$ cat config.mk
export PLATFORM = sky130hd
export DESIGN_NAME = sorted_list_insert_delete
export DESIGN_NICKNAME = d
export VERILOG_FILES = /design/src/rtl/slid_pkg.sv /design/src/rtl/sorted_list_insert_delete.sv /design/src/rtl/slid_cell.sv
export SDC_FILE = /design/constraint.sdc
export NUM_CORES = 2
export LEC_CHECK = 0
export ABC_CLOCK_PERIOD_IN_PS = 7100
export BUFFER_PORTS_ARGS = -buffer_cell sky130_fd_sc_hd__buf_2
export CORE_UTILIZATION = 42
export CTS_BUF_LIST = sky130_fd_sc_hd__clkbuf_4
export CTS_CLUSTER_SIZE = 8
export DETAILED_ROUTE_END_ITERATION = 12
export PLACE_DENSITY = 0.65
export SYNTH_ARGS = -nofsm -noshare
export SYNTH_HDL_FRONTEND = slang
export SYNTH_SLANG_ARGS = --single-unit
$ cat constraint.sdc
create_clock -name clk_i -period 7.1 [get_ports clk_i]
set_input_delay 0.71 -clock clk_i [delete_from_list [all_inputs] [get_ports clk_i]]
set_output_delay 0.71 -clock clk_i [all_outputs]
set_load 0.05 [all_outputs]
$ cat src/rtl/slid_pkg.sv
// Package for the sorted insert/delete table: transfer payload types,
// status codes, sequencer states and the control word shared by the cells.
// No dependencies.
package slid_pkg;

  typedef enum logic [0:0] {
    ACT_INSERT = 1'b0,
    ACT_DELETE = 1'b1
  } action_e;

  typedef enum logic [2:0] {
    ST_INSERTED = 3'd0,
    ST_DELETED  = 3'd1,
    ST_NOMATCH  = 3'd2,
    ST_EMPTY    = 3'd3,
    ST_FULL     = 3'd4
  } status_e;

  typedef enum logic [1:0] {
    S_IDLE,
    S_COMPARE,
    S_APPLY
  } seq_state_e;

  localparam int unsigned ValueW = 32;
  localparam int unsigned CountW = 5;

  typedef struct packed {
    action_e                   action;
    logic signed [ValueW-1:0]  operand_value;
  } in_item_t;

  typedef struct packed {
    status_e             status;
    logic [CountW-1:0]   entry_count;
  } out_item_t;

  // Phase strobes broadcast to every cell.
  typedef struct packed {
    logic compare;
    logic ins_apply;
    logic del_apply;
  } cell_ctrl_t;

endpackage

$ cat src/rtl/sorted_list_insert_delete.sv
// Top level of the sorted insert/delete table: sequencer, entry count,
// result register and a row of slid_cell instances. Depends on slid_pkg.
//
//   Channel | Direction | Handshake             | Payload
//   --------+-----------+-----------------------+--------------------------
//   in      | sink      | in_valid_i/in_ready_o | slid_pkg::in_item_t
//   out     | source    | out_valid_o/out_ready_i | slid_pkg::out_item_t
//
// Each transfer in passes through these phases before the next is taken:
//   the accept edge latches the operation, the compare phase has every cell
//   compare its entry with the operand in parallel, and the apply phase loads
//   the result register and shifts the row one place if the table changes.
// Reset clears the sequencer, the entry count and the result valid flag;
//   the cell contents are left unwritten and are never read before a write.
// A stalled output holds the sequencer in the apply phase until the pending
//   result is taken; the cell flags stay put meanwhile.
module sorted_list_insert_delete #(
  parameter int unsigned CAPACITY = 16
) (
  input  logic                 clk_i,
  input  logic                 rst_ni,
  input  logic                 in_valid_i,
  output logic                 in_ready_o,
  input  slid_pkg::in_item_t   in_data_i,
  output logic                 out_valid_o,
  input  logic                 out_ready_i,
  output slid_pkg::out_item_t  out_data_o
);

  localparam int unsigned CntW = $clog2(CAPACITY + 1);

  slid_pkg::seq_state_e state_q, state_d;
  slid_pkg::in_item_t   op_q, op_d;
  logic [CntW-1:0]      count_q, count_d;
  slid_pkg::out_item_t  out_q, out_d;
  logic                 out_valid_q, out_valid_d;

  slid_pkg::cell_ctrl_t ctrl;
  logic                 apply_fire;
  logic                 found;
  logic                 full;
  logic                 empty;
  logic                 is_insert;

  logic signed [slid_pkg::ValueW-1:0] cell_data [CAPACITY];
  logic [CAPACITY-1:0] cell_le;
  logic [CAPACITY-1:0] cell_lt;
  logic [CAPACITY-1:0] cell_match;

  assign full      = (count_q >= CntW'(CAPACITY));
  assign empty     = (count_q == '0);
  assign found     = |cell_match;
  assign is_insert = (op_q.action == slid_pkg::ACT_INSERT);

  // Next state: idle until a transfer in, then compare, then apply once the
  // result register is free.
  always_comb begin
    state_d = state_q;
    case (state_q)
      slid_pkg::S_IDLE: begin
        if (in_valid_i) state_d = slid_pkg::S_COMPARE;
      end
      slid_pkg::S_COMPARE: begin
        state_d = slid_pkg::S_APPLY;
      end
      slid_pkg::S_APPLY: begin
        if (apply_fire) state_d = slid_pkg::S_IDLE;
      end
      default: begin
        state_d = slid_pkg::S_IDLE;
      end
    endcase
  end

  // Outputs of the sequencer.
  always_comb begin
    in_ready_o     = 1'b0;
    apply_fire     = 1'b0;
    ctrl.compare   = 1'b0;
    ctrl.ins_apply = 1'b0;
    ctrl.del_apply = 1'b0;
    case (state_q)
      slid_pkg::S_IDLE: begin
        in_ready_o = 1'b1;
      end
      slid_pkg::S_COMPARE: begin
        ctrl.compare = 1'b1;
      end
      slid_pkg::S_APPLY: begin
        apply_fire     = !out_valid_q || out_ready_i;
        // Shift only when the operation actually changes the table.
        ctrl.ins_apply = apply_fire && is_insert && !full;
        ctrl.del_apply = apply_fire && !is_insert && found;
      end
      default: begin
        in_ready_o = 1'b0;
      end
    endcase
  end

  // Latch the operation, track the count and build the result.
  always_comb begin
    op_d        = op_q;
    count_d     = count_q;
    out_d       = out_q;
    out_valid_d = out_valid_q;
    if (in_valid_i && in_ready_o) begin
      op_d = in_data_i;
    end
    if (out_valid_q && out_ready_i) begin
      out_valid_d = 1'b0;
    end
    if (apply_fire) begin
      if (is_insert) begin
        if (full) begin
          out_d.status = slid_pkg::ST_FULL;
        end else begin
          out_d.status = slid_pkg::ST_INSERTED;
          count_d      = count_q + CntW'(1);
        end
      end else if (empty) begin
        out_d.status = slid_pkg::ST_EMPTY;
      end else if (found) begin
        out_d.status = slid_pkg::ST_DELETED;
        count_d      = count_q - CntW'(1);
      end else begin
        out_d.status = slid_pkg::ST_NOMATCH;
      end
      out_d.entry_count = slid_pkg::CountW'(count_d);
      out_valid_d       = 1'b1;
    end
  end

  always_ff @(posedge clk_i or negedge rst_ni) begin
    if (!rst_ni) begin
      state_q     <= slid_pkg::S_IDLE;
      count_q     <= '0;
      out_valid_q <= 1'b0;
    end else begin
      state_q     <= state_d;
      count_q     <= count_d;
      out_valid_q <= out_valid_d;
    end
  end

  always_ff @(posedge clk_i) begin
    op_q  <= op_d;
    out_q <= out_d;
  end

  // Row of cells: each sees its left neighbour for inserts and its right
  // neighbour for deletes; the ends are tied off, the head as if an entry
  // below every operand stood to its left.
  for (genvar i = 0; i < CAPACITY; i++) begin : g_cell
    localparam logic [CntW-1:0] Idx = CntW'(i);

    logic signed [slid_pkg::ValueW-1:0] data_left;
    logic signed [slid_pkg::ValueW-1:0] data_right;
    logic                               le_left;
    logic                               lt_left;

    if (i == 0) begin : g_head
      assign data_left = cell_data[i];
      assign le_left   = 1'b1;
      assign lt_left   = 1'b1;
    end else begin : g_body
      assign data_left = cell_data[i-1];
      assign le_left   = cell_le[i-1];
      assign lt_left   = cell_lt[i-1];
    end

    if (i == CAPACITY - 1) begin : g_tail
      assign data_right = cell_data[i];
    end else begin : g_inner
      assign data_right = cell_data[i+1];
    end

    slid_cell u_cell (
      .clk_i        (clk_i),
      .rst_ni       (rst_ni),
      .ctrl_i       (ctrl),
      .occupied_i   (Idx < count_q),
      .operand_i    (op_q.operand_value),
      .data_left_i  (data_left),
      .data_right_i (data_right),
      .le_left_i    (le_left),
      .lt_left_i    (lt_left),
      .data_o       (cell_data[i]),
      .le_o         (cell_le[i]),
      .lt_o         (cell_lt[i]),
      .match_o      (cell_match[i])
    );
  end

  assign out_valid_o = out_valid_q;
  assign out_data_o  = out_q;

endmodule

$ cat src/rtl/slid_cell.sv
// One cell of the sorted table: holds a single entry plus its compare flags.
// Depends on slid_pkg.
module slid_cell (
  input  logic                                   clk_i,
  input  logic                                   rst_ni,
  input  slid_pkg::cell_ctrl_t                   ctrl_i,
  input  logic                                   occupied_i,
  input  logic signed [slid_pkg::ValueW-1:0]     operand_i,
  input  logic signed [slid_pkg::ValueW-1:0]     data_left_i,
  input  logic signed [slid_pkg::ValueW-1:0]     data_right_i,
  input  logic                                   le_left_i,
  input  logic                                   lt_left_i,
  output logic signed [slid_pkg::ValueW-1:0]     data_o,
  output logic                                   le_o,
  output logic                                   lt_o,
  output logic                                   match_o
);

  logic signed [slid_pkg::ValueW-1:0] data_q, data_d;
  logic le_q, le_d;
  logic lt_q, lt_d;
  logic eq_q, eq_d;

  // Capture flags during the compare phase, hold them otherwise.
  always_comb begin
    le_d = le_q;
    lt_d = lt_q;
    eq_d = eq_q;
    if (ctrl_i.compare) begin
      le_d = occupied_i && (data_q <= operand_i);
      lt_d = occupied_i && (data_q < operand_i);
      eq_d = occupied_i && (data_q == operand_i);
    end
  end

  // Insert: open a gap at the first entry above the operand.
  // Delete: close the gap from the first entry not below the key.
  always_comb begin
    data_d = data_q;
    if (ctrl_i.ins_apply && !le_q) begin
      data_d = le_left_i ? operand_i : data_left_i;
    end else if (ctrl_i.del_apply && !lt_q) begin
      data_d = data_right_i;
    end
  end

  always_ff @(posedge clk_i or negedge rst_ni) begin
    if (!rst_ni) begin
      le_q <= 1'b0;
      lt_q <= 1'b0;
      eq_q <= 1'b0;
    end else begin
      le_q <= le_d;
      lt_q <= lt_d;
      eq_q <= eq_d;
    end
  end

  always_ff @(posedge clk_i) begin
    data_q <= data_d;
  end

  // Match only at the first entry not below the key.
  assign data_o  = data_q;
  assign le_o    = le_q;
  assign lt_o    = lt_q;
  assign match_o = eq_q && lt_left_i;

endmodule

==> summary.txt <==
Detailed routing
  – DRT Wirelength: 119900 um
  – Drt drc: 0
  – Pre-antenna DRT Iters: 6
  – Starting DRT DRC Count: 2503
  – Antenna viol nets, final: 0
  – Vias per inst: 5.828
  – Vias after detailed routing: 31190
  – Routed len/inst: 22.41 um

Global routing
  – Vias in the first global route: 30980
  – Largest net degree at the start of global routing: 65
  – Met1 GRT Util: 30.79%
  – First-pass GRT wire length: 184000 um
  – M3 GR Usage: 4.196%
  – Initial antenna violation count: 4
  – Grt total ovfl: 0
  – GRT Util Overall: 24.23%
  – Gr busiest metal: met2
  – Grt met2 use: 40.01%

Clocking
  – Clock sink total: 608
  – Skew-Pair Late Insertion Delay: 1.09 ns
  – TritonCTS buffer count: 167
  – Clk root buf: clkbuf_4
  – Post-CTS setup buffers: 0
  – Clock transition at path regs: 0.07 ns
  – Clk buf depth: 3
  – CTS tree: done
  – # H-tree levels: 4

Die
  – Die Area: 98580 um2
  – # IOs: 47
  – Site Rows: 114
  – Die Wd: 314.0 um
  – Initial Utilization: 42.33%
  – Core ar.: 96570 um2
  – Overall die height: 314.0 um

Synthesis
  – Top FF cell, synth: edfxtp_1
  – Post-Syn Area: 40880 um2
  – Asr flop ratio synth: 9.046%
  – Yosys warning count: 0
  – Post-synth EDFFs: 553
  – Sequential share of the synthesized area: 43.99%
  – Post-synthesis register bit count: 608
  – Syn nets: 4394
  – Netlist cell types: 69
  – Cells after synthesis: 3842
  – Mean Syn Cell Area: 10.64 um2

Critical path
  – Req. time, crit path: 8.08 ns
  – Worst R2R Start: op_q[29]
  – Worst r2r path cells: 8
  – Critical path origin: op_q[29]
  – Crit start category: register
  – Setup CP Type: register to register
  – CP Max Fanout: 17
  – Worst Setup End Kind: register
  – Data arrival, critical path: 5.20 ns

Status
  – Status: finished, final reports clean

Timing
  – Slew margin rel.: 12.51%
  – Max-slew violations: 0
  – Fin Setup TNS: 0 ns
  – Measured slew at the worst slew-check pin: 1.312 ns
  – Setup violation total in the final timing report: 0
  – Final min period: 4.220 ns
  – Fmax: 0.2370 GHz
  – RSZ-0062 raised after global routing: no
  – Final Hold Fails: 0
  – Crit share post-route: 59.43%
  – Clock Skews: 0.06320 ns
  – Worst hold slack: 0.3275 ns

Power and ir drop
  – Max VDD drop: 0.1857 mV
  – P_leak: 0.01843 uW
  – Pwr dens: 245.0 nW/um2

Cells and area
  – Util after Layout: 46.71%
  – P&R area growth vs syn: 10.35%
  – Fin nets: 4480
  – Fillers: 8928
  – Share of cells above drive strength 1: 12.67%

Place
  – IO Port Bufs: 46
  – RD Place Congestion: 0.9324
  – DP HPWL: 86780 um

Run
  – Max_cap viols: 0

Worst hold path
  – HP Class: input port to async pin
-- state kept, by name, indices dropped and copies added, names as in the netlist --
name and cells:
g_cell.u_cell.eq_q 16, op_q 33, g_cell.u_cell.le_o 16, count_q 5
out_data_o 8, g_cell.u_cell.lt_o 15, state_q 2, out_valid_o 1
g_cell.u_cell.data_o 512
-- final timing paths --
path	endpoint	slack, ns
worst max-delay path	g_cell[1].u_cell.le_o	2.88
worst min-delay path	g_cell[13].u_cell.lt_o	0.33
worst max register to register	g_cell[1].u_cell.le_o	2.88
worst min register to register	g_cell[10].u_cell.eq_q	0.48
max in group asynchronous	g_cell[0].u_cell.le_o	6.11
min in group clk_i	op_q[14]	0.34
-- where the power goes --
part	total, uW	switching, uW	internal (uW)
registers	4410	399	4010
logic	3080	1790	1300
clock network	3560	1590	1960
-- per-layer routing --
| metal | share of wire (%) | routed length [um] |
|---|---|---|
| met1 | 43 | 50990 |
| met2 | 47 | 56760 |
| met3 | 6.0 | 7155 |
| met4 | 4.2 | 4990 |
| met5 | 0 | 0 |
-- kinds of logic (layout without fill, tap and decap cells) --
logic type      after synthesis  in the layout  synth area share (%)
compound gates              949            949                 13.20
other cells                   0              9                     0
xor+xnor                      7              7                0.1500
simple gates                951            951                 10.84
mux                         516            516                 12.83
buf+inv                     296            520                 3.220
fa+ha+maj                   515            515                 15.76
flops                       608            608                 43.99
-- area by class of cell --
cell class                 count  area [um2]  area share [%]
sequential                   608       18000           39.90
tap                         1276        1597           3.539
inverter                      68       255.2          0.5659
multi-input combinational   2938       21810           48.36
clock inverter                38       337.8          0.7489
clock buffer                 269        2019           4.477
timing repair buffer         145        1064           2.358
antenna                        9       22.52         0.04993
-- repair_timing --
action                    in CTS  in global routing
resized for setup              0                  0
hold buffers                  36                  0
hold endpoints to repair      91                  0
-- critical path: stages (launching register included) --
cell,delay (ns)
edfxtp_1,0.84
inv_1,0.59
ha_1,0.49
nand4_1,0.19
nor4_1,0.59
nor3b_1,0.74
a21oi_1,0.17
xnor2_1,0.18
a221o_1,0.32
-- layout by cell type (no fill, tap or decap), types with 9 or more instances in the layout --
master,n
buf_4,63
nand3_1,36
buf_2,46
dfrtp_1,41
a221oi_1,14
o211ai_1,21
nor4_1,14
inv_1,67
nand4_1,111
dfrtp_2,14
diode_2,9
ha_1,515
clkbuf_4,269
nor2_1,500
a21o_1,103
clkinv_1,24
nor2b_1,30
a21oi_1,639
nand2_1,159
o21ai_0,64
a211o_1,9
nor2_8,10
edfxtp_1,553
and4_1,9
nor3_1,33
a211oi_1,21
dlygate4sd3_1,36
mux2i_1,453
o22ai_4,15
mux2_2,63
-- Yosys cell counts (63+ instances only) --
master    count  area, um2
a21oi_1     639       3198
edfxtp_1    553      16610
ha_1        515       6444
nor2_1      501       1881
mux2i_1     453       4534
nand2_1     159      596.8
clkbuf_1    125      469.2
nand4_1     111      694.4
a21o_1      103      773.2
inv_1        67      251.5
buf_2        65      325.3
o21ai_0      64      320.3
mux2_2       63      709.4
-- stage by stage --
step	total power, uW	cells	cell area [um2]	worst slack [ns]
finish	11050	5351	45110	2.880
global route	11560	5350	45100	2.837
CTS	11090	5342	45080	2.948
detailed placement	7529	4999	42370	2.954
global placement	7462	4999	42370	2.997
floorplan	6612	3842	40880	3.392
Power figures use the tool's default switching activity.
